### src/hdl/piotrf_pkg.sv
package piotrf_pkg;

  // Item kinds
  localparam logic [1:0] MODE_READ  = 2'd0;
  localparam logic [1:0] MODE_WRITE = 2'd1;
  localparam logic [1:0] MODE_PINSA = 2'd2;
  localparam logic [1:0] MODE_PINSB = 2'd3;

  // Standard register map
  localparam logic [3:0] REG_ORB   = 4'd0;
  localparam logic [3:0] REG_ORA   = 4'd1;
  localparam logic [3:0] REG_DDRB  = 4'd2;
  localparam logic [3:0] REG_DDRA  = 4'd3;
  localparam logic [3:0] REG_T1CL  = 4'd4;
  localparam logic [3:0] REG_T1CH  = 4'd5;
  localparam logic [3:0] REG_T1LL  = 4'd6;
  localparam logic [3:0] REG_T1LH  = 4'd7;
  localparam logic [3:0] REG_T2CL  = 4'd8;
  localparam logic [3:0] REG_T2CH  = 4'd9;
  localparam logic [3:0] REG_SR    = 4'd10;
  localparam logic [3:0] REG_ACR   = 4'd11;
  localparam logic [3:0] REG_PCR   = 4'd12;
  localparam logic [3:0] REG_IFR   = 4'd13;
  localparam logic [3:0] REG_IER   = 4'd14;
  localparam logic [3:0] REG_ORANH = 4'd15;

  // Interrupt flag bits
  localparam logic [6:0] FLAG_T1 = 7'h40;
  localparam logic [6:0] FLAG_T2 = 7'h20;
  localparam logic [6:0] FLAG_SR = 7'h04;

  // ACR bits
  localparam int ACR_PB7_BIT   = 7;
  localparam int ACR_PULSE_BIT = 5;

  localparam logic [15:0] COUNT_ALL_ONES = 16'hFFFF;

  typedef struct packed {
    logic [7:0] read_data;
    logic       irq;
    logic [7:0] port_a_pins;
    logic [7:0] port_b_pins;
    logic       port_a_notify;
    logic       port_b_notify;
  } res_t;

endpackage

### src/hdl/parallel_io_timer_register_file.sv
// Register file of a 6522-style parallel I/O and timer chip.
//
// Input channel (in_valid/in_ready): one item per handshake, either a bus
// read, a bus write, or new levels on the port A or port B input pins.
// Result channel (out_valid/out_ready): exactly one result item per input
// item, in order: read data, IRQ line, both pin vectors and notify bits,
// all showing the register state after the item.
//
// Timing: the edge that accepts an item writes its result into the output
// register, or into the skid register while the output is held. Throughput:
// one item per clock while in_ready is high; the decode, byte muxes and the
// 16-bit timer 2 decrement all sit between the input ports and the state/result registers.
//
// A two-entry result buffer (output register plus skid register) decouples
// the channels: in_ready stays high while one result waits, and drops only
// when both entries are full, so a stall on the result side stops intake
// after one extra item and nothing is lost.
//
// Reset (rst_n low, synchronous) clears the result buffer and returns all
// registers to power-on values: counters and T2 low latch all ones, rest zero.
module parallel_io_timer_register_file (
  input  logic       clk,
  input  logic       rst_n,
  input  logic       in_valid,
  output logic       in_ready,
  input  logic [1:0] in_mode,
  input  logic [3:0] in_reg_index,
  input  logic [7:0] in_write_data,
  output logic       out_valid,
  input  logic       out_ready,
  output logic [7:0] out_read_data,
  output logic       out_irq,
  output logic [7:0] out_port_a_pins,
  output logic [7:0] out_port_b_pins,
  output logic       out_port_a_notify,
  output logic       out_port_b_notify
);

  // Architectural state
  logic [7:0]  out_latch_a_r, out_latch_a_nxt;
  logic [7:0]  out_latch_b_r, out_latch_b_nxt;
  logic [7:0]  dir_mask_a_r, dir_mask_a_nxt;
  logic [7:0]  dir_mask_b_r, dir_mask_b_nxt;
  logic [7:0]  in_pins_a_r, in_pins_a_nxt;
  logic [7:0]  in_pins_b_r, in_pins_b_nxt;
  logic [7:0]  t1_latch_lo_r, t1_latch_lo_nxt;
  logic [7:0]  t1_latch_hi_r, t1_latch_hi_nxt;
  logic [15:0] t1_count_r, t1_count_nxt;
  logic [15:0] t2_count_r, t2_count_nxt;
  logic [7:0]  t2_latch_lo_r, t2_latch_lo_nxt;
  logic        t2_running_r, t2_running_nxt;
  logic [7:0]  shift_byte_r, shift_byte_nxt;
  logic [7:0]  aux_ctrl_r, aux_ctrl_nxt;
  logic [7:0]  periph_ctrl_r, periph_ctrl_nxt;
  logic [6:0]  irq_flags_r, irq_flags_nxt;
  logic [6:0]  irq_enables_r, irq_enables_nxt;
  logic [7:0]  no_hs_a_r, no_hs_a_nxt;

  // Result buffer
  logic                out_v_r, out_v_nxt;
  logic                skid_v_r, skid_v_nxt;
  piotrf_pkg::res_t    out_r, out_nxt;
  piotrf_pkg::res_t    skid_r, skid_nxt;
  piotrf_pkg::res_t    res;

  logic        push;
  logic        pop;
  logic [7:0]  pins_a_cur, pins_b_cur;
  logic [7:0]  pins_a_new, pins_b_new;
  logic        irq_cur;
  logic [15:0] t2_dec;

  assign in_ready = !skid_v_r;
  assign push     = in_valid && in_ready;
  assign pop      = out_v_r && out_ready;

  assign pins_a_cur = (in_pins_a_r & ~dir_mask_a_r) | (out_latch_a_r & dir_mask_a_r);
  assign pins_b_cur = (in_pins_b_r & ~dir_mask_b_r) | (out_latch_b_r & dir_mask_b_r);
  assign pins_a_new = (in_pins_a_nxt & ~dir_mask_a_nxt) | (out_latch_a_nxt & dir_mask_a_nxt);
  assign pins_b_new = (in_pins_b_nxt & ~dir_mask_b_nxt) | (out_latch_b_nxt & dir_mask_b_nxt);
  assign irq_cur    = |(irq_flags_r & irq_enables_r);
  assign t2_dec     = t2_count_r - 16'd1;

  // Item decode: next state and the result of this item
  always_comb begin
    out_latch_a_nxt = out_latch_a_r;
    out_latch_b_nxt = out_latch_b_r;
    dir_mask_a_nxt  = dir_mask_a_r;
    dir_mask_b_nxt  = dir_mask_b_r;
    in_pins_a_nxt   = in_pins_a_r;
    in_pins_b_nxt   = in_pins_b_r;
    t1_latch_lo_nxt = t1_latch_lo_r;
    t1_latch_hi_nxt = t1_latch_hi_r;
    t1_count_nxt    = t1_count_r;
    t2_count_nxt    = t2_count_r;
    t2_latch_lo_nxt = t2_latch_lo_r;
    t2_running_nxt  = t2_running_r;
    shift_byte_nxt  = shift_byte_r;
    aux_ctrl_nxt    = aux_ctrl_r;
    periph_ctrl_nxt = periph_ctrl_r;
    irq_flags_nxt   = irq_flags_r;
    irq_enables_nxt = irq_enables_r;
    no_hs_a_nxt     = no_hs_a_r;
    res.read_data   = 8'd0;
    res.port_b_notify = 1'b0;

    case (in_mode)
      piotrf_pkg::MODE_READ: begin
        case (in_reg_index)
          piotrf_pkg::REG_ORB:  res.read_data = pins_b_cur;
          piotrf_pkg::REG_ORA:  res.read_data = pins_a_cur;
          piotrf_pkg::REG_DDRB: res.read_data = dir_mask_b_r;
          piotrf_pkg::REG_DDRA: res.read_data = dir_mask_a_r;
          piotrf_pkg::REG_T1CL: begin
            res.read_data = t1_count_r[7:0];
            irq_flags_nxt = irq_flags_r & ~piotrf_pkg::FLAG_T1;
          end
          piotrf_pkg::REG_T1CH: res.read_data = t1_count_r[15:8];
          piotrf_pkg::REG_T1LL: res.read_data = t1_latch_lo_r;
          piotrf_pkg::REG_T1LH: res.read_data = t1_latch_hi_r;
          piotrf_pkg::REG_T2CL: begin
            res.read_data = t2_count_r[7:0];
            irq_flags_nxt = irq_flags_r & ~piotrf_pkg::FLAG_T2;
          end
          piotrf_pkg::REG_T2CH: res.read_data = t2_count_r[15:8];
          piotrf_pkg::REG_SR: begin
            res.read_data = shift_byte_r;
            irq_flags_nxt = irq_flags_r & ~piotrf_pkg::FLAG_SR;
          end
          piotrf_pkg::REG_ACR: res.read_data = aux_ctrl_r;
          piotrf_pkg::REG_PCR: res.read_data = periph_ctrl_r;
          piotrf_pkg::REG_IFR: res.read_data = {irq_cur, irq_flags_r};
          piotrf_pkg::REG_IER: res.read_data = {1'b1, irq_enables_r};
          default:             res.read_data = no_hs_a_r;
        endcase
      end
      piotrf_pkg::MODE_WRITE: begin
        case (in_reg_index)
          piotrf_pkg::REG_ORB:  out_latch_b_nxt = in_write_data;
          piotrf_pkg::REG_ORA:  out_latch_a_nxt = in_write_data;
          piotrf_pkg::REG_DDRB: dir_mask_b_nxt  = in_write_data;
          piotrf_pkg::REG_DDRA: dir_mask_a_nxt  = in_write_data;
          piotrf_pkg::REG_T1CL: t1_latch_lo_nxt = in_write_data;
          piotrf_pkg::REG_T1CH: begin
            // T1 load: counter takes the full latch, PB7 forced low in PB7 mode if PB7 is an output
            t1_latch_hi_nxt = in_write_data;
            t1_count_nxt    = {in_write_data, t1_latch_lo_r};
            irq_flags_nxt   = irq_flags_r & ~piotrf_pkg::FLAG_T1;
            if (aux_ctrl_r[piotrf_pkg::ACR_PB7_BIT] && dir_mask_b_r[7]) begin
              out_latch_b_nxt   = {1'b0, out_latch_b_r[6:0]};
              res.port_b_notify = 1'b1;
            end
          end
          piotrf_pkg::REG_T1LL: t1_latch_lo_nxt = in_write_data;
          piotrf_pkg::REG_T1LH: begin
            t1_latch_hi_nxt = in_write_data;
            irq_flags_nxt   = irq_flags_r & ~piotrf_pkg::FLAG_T1;
          end
          piotrf_pkg::REG_T2CL: t2_latch_lo_nxt = in_write_data;
          piotrf_pkg::REG_T2CH: begin
            t2_count_nxt   = {in_write_data, t2_latch_lo_r};
            irq_flags_nxt  = irq_flags_r & ~piotrf_pkg::FLAG_T2;
            t2_running_nxt = 1'b1;
          end
          piotrf_pkg::REG_SR: begin
            shift_byte_nxt = in_write_data;
            irq_flags_nxt  = irq_flags_r & ~piotrf_pkg::FLAG_SR;
          end
          piotrf_pkg::REG_ACR: aux_ctrl_nxt    = in_write_data;
          piotrf_pkg::REG_PCR: periph_ctrl_nxt = in_write_data;
          piotrf_pkg::REG_IFR: irq_flags_nxt   = irq_flags_r & ~in_write_data[6:0];
          piotrf_pkg::REG_IER: begin
            if (in_write_data[7]) begin
              irq_enables_nxt = irq_enables_r | in_write_data[6:0];
            end else begin
              irq_enables_nxt = irq_enables_r & ~in_write_data[6:0];
            end
          end
          default: begin
            no_hs_a_nxt     = in_write_data;
            out_latch_a_nxt = in_write_data;
          end
        endcase
      end
      piotrf_pkg::MODE_PINSA: in_pins_a_nxt = in_write_data;
      default: begin
        // Pulse counting: falling edge on PB6 input decrements timer 2
        if (aux_ctrl_r[piotrf_pkg::ACR_PULSE_BIT] && t2_running_r &&
            in_pins_b_r[6] && !in_write_data[6]) begin
          t2_count_nxt = t2_dec;
          if (t2_dec == piotrf_pkg::COUNT_ALL_ONES) begin
            irq_flags_nxt  = irq_flags_r | piotrf_pkg::FLAG_T2;
            t2_running_nxt = 1'b0;
          end
        end
        in_pins_b_nxt = in_write_data;
      end
    endcase

    res.irq         = |(irq_flags_nxt & irq_enables_nxt);
    res.port_a_pins = pins_a_new;
    res.port_b_pins = pins_b_new;
    res.port_a_notify = (in_mode == piotrf_pkg::MODE_WRITE) &&
                        ((in_reg_index == piotrf_pkg::REG_ORA) ||
                         (in_reg_index == piotrf_pkg::REG_DDRA)) &&
                        (pins_a_new != pins_a_cur);
    if ((in_mode == piotrf_pkg::MODE_WRITE) &&
        ((in_reg_index == piotrf_pkg::REG_ORB) ||
         (in_reg_index == piotrf_pkg::REG_DDRB)) &&
        (pins_b_new != pins_b_cur)) begin
      res.port_b_notify = 1'b1;
    end
  end

  // Two-entry result buffer
  always_comb begin
    out_v_nxt  = out_v_r;
    skid_v_nxt = skid_v_r;
    out_nxt    = out_r;
    skid_nxt   = skid_r;
    if (out_v_r && !pop) begin
      if (push) begin
        skid_nxt   = res;
        skid_v_nxt = 1'b1;
      end
    end else if (skid_v_r) begin
      out_nxt    = skid_r;
      skid_v_nxt = 1'b0;
    end else if (push) begin
      out_nxt   = res;
      out_v_nxt = 1'b1;
    end else begin
      out_v_nxt = 1'b0;
    end
  end

  always_ff @(posedge clk) begin
    out_r  <= out_nxt;
    skid_r <= skid_nxt;
    if (!rst_n) begin
      out_v_r  <= 1'b0;
      skid_v_r <= 1'b0;
    end else begin
      out_v_r  <= out_v_nxt;
      skid_v_r <= skid_v_nxt;
    end
  end

  always_ff @(posedge clk) begin
    if (!rst_n) begin
      out_latch_a_r <= 8'd0;
      out_latch_b_r <= 8'd0;
      dir_mask_a_r  <= 8'd0;
      dir_mask_b_r  <= 8'd0;
      in_pins_a_r   <= 8'd0;
      in_pins_b_r   <= 8'd0;
      t1_latch_lo_r <= 8'd0;
      t1_latch_hi_r <= 8'd0;
      t1_count_r    <= piotrf_pkg::COUNT_ALL_ONES;
      t2_count_r    <= piotrf_pkg::COUNT_ALL_ONES;
      t2_latch_lo_r <= 8'hFF;
      t2_running_r  <= 1'b0;
      shift_byte_r  <= 8'd0;
      aux_ctrl_r    <= 8'd0;
      periph_ctrl_r <= 8'd0;
      irq_flags_r   <= 7'd0;
      irq_enables_r <= 7'd0;
      no_hs_a_r     <= 8'd0;
    end else if (push) begin
      out_latch_a_r <= out_latch_a_nxt;
      out_latch_b_r <= out_latch_b_nxt;
      dir_mask_a_r  <= dir_mask_a_nxt;
      dir_mask_b_r  <= dir_mask_b_nxt;
      in_pins_a_r   <= in_pins_a_nxt;
      in_pins_b_r   <= in_pins_b_nxt;
      t1_latch_lo_r <= t1_latch_lo_nxt;
      t1_latch_hi_r <= t1_latch_hi_nxt;
      t1_count_r    <= t1_count_nxt;
      t2_count_r    <= t2_count_nxt;
      t2_latch_lo_r <= t2_latch_lo_nxt;
      t2_running_r  <= t2_running_nxt;
      shift_byte_r  <= shift_byte_nxt;
      aux_ctrl_r    <= aux_ctrl_nxt;
      periph_ctrl_r <= periph_ctrl_nxt;
      irq_flags_r   <= irq_flags_nxt;
      irq_enables_r <= irq_enables_nxt;
      no_hs_a_r     <= no_hs_a_nxt;
    end
  end

  assign out_valid         = out_v_r;
  assign out_read_data     = out_r.read_data;
  assign out_irq           = out_r.irq;
  assign out_port_a_pins   = out_r.port_a_pins;
  assign out_port_b_pins   = out_r.port_b_pins;
  assign out_port_a_notify = out_r.port_a_notify;
  assign out_port_b_notify = out_r.port_b_notify;

endmodule
### config.mk
export PLATFORM = sky130hd
export DESIGN_NAME = parallel_io_timer_register_file
export DESIGN_NICKNAME = d
export VERILOG_FILES = /design/src/hdl/piotrf_pkg.sv /design/src/hdl/parallel_io_timer_register_file.sv
export SDC_FILE = /design/constraint.sdc
export NUM_CORES = 1
export LEC_CHECK = 0
export ABC_AREA = 1
export ABC_CLOCK_PERIOD_IN_PS = 3000
export BUFFER_PORTS_ARGS = -buffer_cell sky130_fd_sc_hd__buf_2
export CAP_MARGIN = 5
export CELL_PAD_IN_SITES_DETAIL_PLACEMENT = 1
export CELL_PAD_IN_SITES_GLOBAL_PLACEMENT = 1
export CORE_ASPECT_RATIO = 1.2
export CORE_MARGIN = 5
export CORE_UTILIZATION = 45
export DETAILED_ROUTE_END_ITERATION = 8
export GPL_TIMING_DRIVEN = 0
export PLACE_DENSITY = 0.9
export SETUP_SLACK_MARGIN = 0.2
export SLEW_MARGIN = 20
export SYNTH_ARGS = -nofsm -noshare
export SYNTH_HDL_FRONTEND = slang
export SYNTH_SLANG_ARGS = --single-unit
### constraint.sdc
create_clock -name clk -period 3 [get_ports clk]
set_input_delay 0.45 -clock clk [delete_from_list [all_inputs] [get_ports clk]]
set_output_delay 0.45 -clock clk [all_outputs]
set_load 0.01 [all_outputs]
==> results of run 1 <==
tightest hold or removal path, stage by stage:
cell    delay, ns
buf_2        0.09
nor2_1       0.07
nor3_1       0.15
power breakdown:
group	internal [mW]	switching (mW)	leakage [nW]	total, mW
Sequential	3.00	0.0679	1.76	3.07
Clock	1.70	1.20	0.377	2.91
Combinational	0.245	0.661	3.39	0.906
Total	4.95	1.93	5.53	6.88
layout make-up:
cell class / instances / area, um^2 / area share
Clock buffer: 33 / 663 / 0.0552
Sequential cell: 207 / 4680 / 0.390
Inverter: 201 / 756 / 0.0629
Clock inverter: 8 / 93.8 / 0.00781
Multi-Input combinational cell: 1029 / 4920 / 0.410
Tap cell: 315 / 394 / 0.0328
Timing Repair Buffer: 45 / 248 / 0.0206
Buffer: 63 / 253 / 0.0210
repair_timing:
item	CTS	global route
pin swaps	0	0
setup endpoints to repair	1	1
gates resized for setup	1	1
cloned	0	0
per-layer routing:
| metal | routed length [um] | part of all wire | up-vias | global-route usage |
|---|---|---|---|---|
| li1 | - | - | 5135 | - |
| met1 | 16800 | 0.38 | 5498 | 0.383 |
| met2 | 20600 | 0.47 | 565 | 0.557 |
| met3 | 3370 | 0.076 | 176 | 0.0577 |
| met4 | 3350 | 0.076 | 2 | 0.212 |
| met5 | 20 | 0.00045 | - | 0 |
placed cells by master, fill, tap and decap left out, types with 2 or more instances in the layout:
cell | synthesis | final
nand2_1 | 377 | 377
o21ai_0 | 189 | 189
inv_1 | 187 | 187
dfxtp_1 | 153 | 153
nor2_1 | 117 | 114
a21oi_1 | 109 | 109
nand3_1 | 64 | 64
buf_2 | 10 | 54
edfxtp_1 | 54 | 54
clkbuf_1 | 47 | 52
o211ai_1 | 41 | 41
clkbuf_16 | 0 | 23
o22ai_1 | 15 | 15
o21ai_1 | 15 | 15
nand3b_1 | 14 | 14
a31oi_1 | 13 | 13
inv_2 | 8 | 8
nor3_1 | 8 | 8
nand2_2 | 7 | 7
nand4_1 | 7 | 7
clkinv_2 | 0 | 6
o2111ai_1 | 5 | 5
a221oi_1 | 5 | 5
nor2_4 | 3 | 5
o221ai_1 | 5 | 5
buf_1 | 5 | 5
clkinv_1 | 6 | 5
or2_1 | 5 | 5
clkbuf_8 | 0 | 5
nor2_2 | 3 | 4
a22o_1 | 4 | 4
a211oi_1 | 3 | 3
xor2_1 | 3 | 3
a41oi_1 | 2 | 2
o21a_1 | 2 | 2
nor4_1 | 2 | 2
o2bb2ai_1 | 2 | 2
ha_1 | 2 | 2
bufinv_16 | 0 | 2
worst paths after layout:
check,startpoint,endpoint,depth (start not counted)
max,in_write_data[0],out_port_b_notify$_DFFE_PP_,16
min,in_valid,skid_v_r$_SDFFE_PN0P_,3
max reg2reg,t2_count_r[0]$_SDFFE_PN1P_,out_irq$_DFFE_PP_,13
min reg2reg,t2_latch_lo_r[2]$_SDFFE_PN1P_,t2_latch_lo_r[2]$_SDFFE_PN1P_,2
cell families (layout without fill, tap and decap cells):
| family | count (synthesis) | in the layout |
|---|---|---|
| AO/OA/AOI/OAI | 414 | 414 |
| XOR/XNOR | 4 | 4 |
| adder cells (fa/ha/maj) | 2 | 2 |
| buffers and inverters | 264 | 350 |
| flip-flops | 207 | 207 |
| AND/OR/NAND/NOR | 609 | 609 |
through the flow:
stage | area [um^2] | setup TNS [ns]
finish | 12000 | 0
floorplan | 10600 | 0
global placement | 11200 | -9.18
global route | 12000 | 0
CTS | 12000 | 0
detailed placement | 11300 | -0.567
==> summary.md, run 1 <==
| Metric | Value |
|---|---|
| WP data required | `between 3 and 4 ns` |
| RSZ-0062 raised after global routing | `no` |
| Multiplexer area fraction after synthesis | `0` |
| Critical path type | `in2reg` |
| Cells taking the most area after synthesis | `dfxtp_1, edfxtp_1, nand2_1` |
| Placed cell count | `1860` |
| Worst Skew | `between 0.02 and 0.025 ns` |
| Clk root buf | `clkbuf_16` |
| Number of synthesized flops with an enable pin | `54` |
| Die Y | `178 um` |
| Cts bufs inserted | `23` |
| P&R area growth vs syn | `13.4%` |
| HP Class | `in2reg` |
| Yosys top cell by area | `dfxtp_1` |
| Final HPWL DP | `33800 um` |
| CTS Buffer Depth | `3` |
| Vias in the first global route | `11700` |
| Clk sinks | `around 210` |
| Die width | `~150 um` |
| Slowest CP cell | `clkinv_1` |
| Synth async-reset ratio | `0` |
| Fin crit share | `0.894` |
| Achievable frequency | `373 MHz` |
| First drt pass iteration count | `5` |
| R2R setup slack | `0.42 ns` |
| Peak supply drop | `0.000380 V` |
| Die area | `between 0.02 and 0.03 mm^2` |
| Synthesis Warnings | `0` |
| Avg WL per Cell | `between 20 and 25 um` |
| Crit path DAT | `2.95 ns` |
| Grt ovf | `0` |
| Final ANT Viol Nets | `0` |
| I/O pin cnt | `47` |
| Top cell family by delay on the critical path | `simple AND/OR/NAND/NOR gates` |
| Fin util | `0.518` |
| Worst Tran Pin Value | `between 0.9 and 1 ns` |
| Post-Synthesis Cells | `1500` |
| Worst-path cell chain | `buf_2, clkinv_1, nor2_2, inv_1, o21ai_1, nand2_1, nand2_1, nand2_1, nand2_1, nand2_1, nor2_1, nand2_1, nand2_1, nand2_1, nand2_1, nand2_1` |
| Final setup fails | `0` |
| Adder-Cell Fraction of Synth Area | `0.00236` |
| Top Registers | `skid_r: 27 flops, t1_count_r: 16 flops, t2_count_r: 16 flops` |
| Leakage power | `about 5.5 nW` |
| Total track usage | `0.329` |
| XOR/XNOR Fraction of Synth Area | `0.00331` |
| # DRC | `0` |
| Final WS setup | `between 0.3 and 0.4 ns` |
| Hold Buf Count CTS | `0` |
| Mapped Area | `between 0.01 and 0.015 mm^2` |
| FILL cells | `~3000` |
| Largest net degree at the start of global routing | `28` |
| Fraction of the yosys area taken by sequential cells | `0.442` |
| Most flops, register | `skid_r` |
| Max reg flops | `27` |
| Later-pin clock latency in the skew report | `between 0.5 and 0.6 ns` |
| Min Clock Period, post-route | `around 2.7 ns` |
| Mapped Nets | `~1500` |
| Starting Density | `0.457` |
| Slew Viols, Final | `0` |
| Compound-Gate Fraction of Synth Area | `0.219` |
| Clk slew on worst S/H paths | `~0.06 ns` |
| Type of origin of the critical path | `input port` |
| Drt initial violations | `1006` |
| Layout Nets | `1590` |
| CP peak stage delay | `0.51 ns` |
| Max FO, Critical Path | `9` |
| Site row count | `61` |
| Via density per instance | `between 5 and 6` |
| Max-cap violations | `0` |
| Yosys top cell area share | `0.289` |
| Most frequent CP cell | `nand2_1` |
| WP buf/inv | `3` |
| Relative slew slack | `0.398` |
| Min Hold Slack | `approximately 0.29 ns` |
| Post-route non-filler standard cell count | `1901` |
| Buffers on Ports | `44` |
| Final hold violation count | `0` |
| Most common cell in the netlist | `nand2_1` |
| Critical path capture point type | `register` |
| Synth Register Bits | `207` |
| Final GP Congestion | `0.999` |
| Top cells by count, synth | `nand2_1, o21ai_0, inv_1` |
| Ys flop type | `dfxtp_1` |
| PD cells | `roughly 570 mW/mm^2` |
| Status | `completed` |
| Post-CTS Setup Repair Bufs | `0` |
| Initial antenna violation count | `1` |
| Pre-CTS setup slack | `-0.288 ns` |
| First-pass GRT wire length | `67200 um` |
| Vias after detailed routing | `approximately 11000` |
| TritonCTS clock tree | `done` |
| Layout cells sized above 1 | `0.0744` |
| Diodes inserted | `0` |
| Total power | `6.88 mW` |
| Syn Area/Cell | `~7.1 um^2` |
| Largest family of logic cells by synthesized area | `simple AND/OR/NAND/NOR gates` |
| H-Tree Depth | `1` |
| DRT Wirelength | `44100 um` |
| Core ar. | `0.0232 mm^2` |
| Distinct cells, synth | `43` |
| Area fraction in and, or, nand and nor cells after synthesis | `0.238` |
Power figures use the tool's default switching activity.
==> run 2, diff against run 1 <==
--- a/config.mk
+++ b/config.mk
@@ -15,8 +15,7 @@
 export CORE_MARGIN = 5
 export CORE_UTILIZATION = 45
 export DETAILED_ROUTE_END_ITERATION = 8
-export GPL_TIMING_DRIVEN = 0
-export PLACE_DENSITY = 0.9
+export PLACE_DENSITY = 0.89
 export SETUP_SLACK_MARGIN = 0.2
 export SLEW_MARGIN = 20
 export SYNTH_ARGS = -nofsm -noshare
==> summary.md, run 2 (synthesis results as in run 1) <==
| Metric | Value |
|---|---|
| Status | `completed` |
| Most flops, register | `skid_r` |
| Clk slew on worst S/H paths | `~0.06 ns` |
| P&R area growth vs syn | `14.9%` |
| Final ANT Viol Nets | `0` |
| WP buf/inv | `2` |
| Wire length on met2 | `between 15000 and 20000 um` |
| R2R setup slack | `approximately 0.54 ns` |
| Most frequent cells in the layout | `nand2_1, o21ai_0, inv_1` |
| DRT Wirelength | `a little over 40000 um` |
| Most frequent CP cell | `nand2_1` |
| Post-CTS Setup Repair Bufs | `0` |
| Worst Tran Pin Value | `1.10 ns` |
| Worst R2R Path Depth | `16` |
| Largest net degree at the start of global routing | `roughly 110` |
| Die width | `~150 um` |
| Slew Viols, Final | `0` |
| Layout Nets | `1581` |
| Clk sinks | `207` |
| CP peak stage delay | `0.31 ns` |
| Leakage power | `approximately 5.7 nW` |
| DR top layer | `met5` |
| Avg WL per Cell | `around 22 um` |
| Min Clock Period, post-route | `roughly 2.5 ns` |
| TritonCTS clock tree | `done` |
| Slowest CP cell | `dfxtp_1` |
| Placed cell count | `1851` |
| Final GP Congestion | `0.989` |
| Final HPWL DP | `a little over 30000 um` |
| Drt initial violations | `approximately 1100` |
| Later-pin clock latency in the skew report | `0.53 ns` |
| Top Registers | `skid_r: 27 flops, t1_count_r: 16 flops, t2_count_r: 16 flops` |
| R2r startpoint | `t2_count_r[0]$_SDFFE_PN1P_` |
| Most common cell after layout, fill and taps aside | `nand2_1` |
| First-pass GRT wire length | `64100 um` |
| Via density per instance | `5.89` |
| Worst-path cell chain | `inv_1, ha_1, nand2_1, nor2_1, nand2_1, nand2_1, nand2_1, inv_1, nand2_1, nor2_1, nand4_1, nand2_1, nand2_1, nand2_1, nand2_1, nand2_1` |
| Post-route non-filler standard cell count | `1893` |
| H-Tree Depth | `1` |
| Critical path capture point type | `register` |
| Layout cells sized above 1 | `0.102` |
| Fin crit share | `0.821` |
| Met3 WL | `roughly 2700 um` |
| Total track usage | `0.309` |
| Grt ovf | `0` |
| Diodes inserted | `0` |
| First drt pass iteration count | `7` |
| FILL cells | `3063` |
| Worst Skew | `about 0.012 ns` |
| Critical hold path startpoint | `out_ready` |
| Crit path DAT | `~2.9 ns` |
| Final hold violation count | `0` |
| Peak supply drop | `around 0.00037 V` |
| Initial antenna violation count | `1` |
| Wl on met1 | `~17000 um` |
| RSZ-0062 raised after global routing | `no` |
| Clk root buf | `clkbuf_16` |
| HP Class | `in2reg` |
| Max-cap violations | `0` |
| Type of origin of the critical path | `register` |
| Resized Gates After CTS | `0` |
| Die area | `~0.027 mm^2` |
| Site row count | `61` |
| Max FO, Critical Path | `4` |
| Vias after detailed routing | `about 11000` |
| Relative slew slack | `0.269` |
| CTS Buffer Depth | `3` |
| Pre-CTS setup slack | `approximately 0.26 ns` |
| Final setup fails | `0` |
| Fin util | `0.525` |
| Top cell family by delay on the critical path | `simple AND/OR/NAND/NOR gates` |
| CP startpoint | `t2_count_r[0]$_SDFFE_PN1P_` |
| Worst setup path end | `out_irq$_DFFE_PP_` |
| I/O pin cnt | `47` |
| Core ar. | `around 0.023 mm^2` |
| Crit Reg-Reg Endpoint | `out_irq$_DFFE_PP_` |
| PD cells | `approximately 570 mW/mm^2` |
| Starting Density | `0.457` |
| Critical path depth | `16` |
| Hold Buf Count CTS | `0` |
| WP data required | `3.41 ns` |
| Final WS setup | `roughly 0.54 ns` |
| Setup_tns | `0 ns` |
| Vias in the first global route | `about 11000` |
| # DRC | `0` |
| Buffers on Ports | `46` |
| Max reg flops | `27` |
| Cts bufs inserted | `23` |
| Die Y | `around 180 um` |
| Critical path type | `reg2reg` |
| Achievable frequency | `around 400 MHz` |
[run 2: cell count changes in the layout (fill, tap and decap cells not counted), moves of 2 or more]
cell        before  now
clkinv_1         5    7
buf_12           0    2
clkinvlp_4       0    2
buf_4            1   51
clkbuf_1        52    5
buf_1            5    0
nor2_4           5    3
buf_2           54   46
clkinv_2         6    3
[run 2: routing by layer]
| metal | vias up | GRT usage |
|---|---|---|
| met5 | - | 0 |
| met4 | 2 | 0.164 |
| met3 | 150 | 0.0366 |
| met2 | 481 | 0.519 |
| met1 | 5403 | 0.387 |
| li1 | 5117 | - |
[run 2: worst min-delay path, delay by kind of cell]
family	cells	cell delay, ns
buffers and inverters	2	0.15
and+or+nand+nor	2	0.11
[run 2: worst min path at each step]
stage | end | slack (ns) | depth (start not counted)
final | skid_v_r$_SDFFE_PN0P_ | 0.23 | 4
after global routing | skid_v_r$_SDFFE_PN0P_ | 0.27 | 4
after CTS | skid_v_r$_SDFFE_PN0P_ | 0.24 | 4
after detailed placement | t1_count_r[4]$_SDFFE_PN1P_ | 0.45 | 2
after global placement | t1_count_r[6]$_SDFFE_PN1P_ | 0.44 | 2
after floorplan | t1_count_r[4]$_SDFFE_PN1P_ | 0.43 | 2
[run 2: cell type report]
cell class,instances,area [um^2],area share
repair buffers,99,653,0.0536
clock buffers,34,682,0.0560
well taps,315,394,0.0324
inverters,201,754,0.0620
multi-input cells,1029,4910,0.403
clock inverters,8,98.8,0.00812
flip-flops and latches,207,4680,0.385
[run 2: through the flow]
stage               total power, mW  area (um^2)  hold WS (ns)
floorplan                      3.64        10600         0.429
finish                         6.94        12200         0.235
global route                   7.16        12200         0.270
global placement               3.95        11400         0.440
detailed placement             3.99        11400         0.453
CTS                            6.94        12200         0.240
[run 2: where the power goes]
part | internal (mW) | total [mW] | switching [mW]
sequential | 3.00 | 3.07 | 0.0677
clock | 1.75 | 2.98 | 1.23
combinational | 0.263 | 0.896 | 0.633
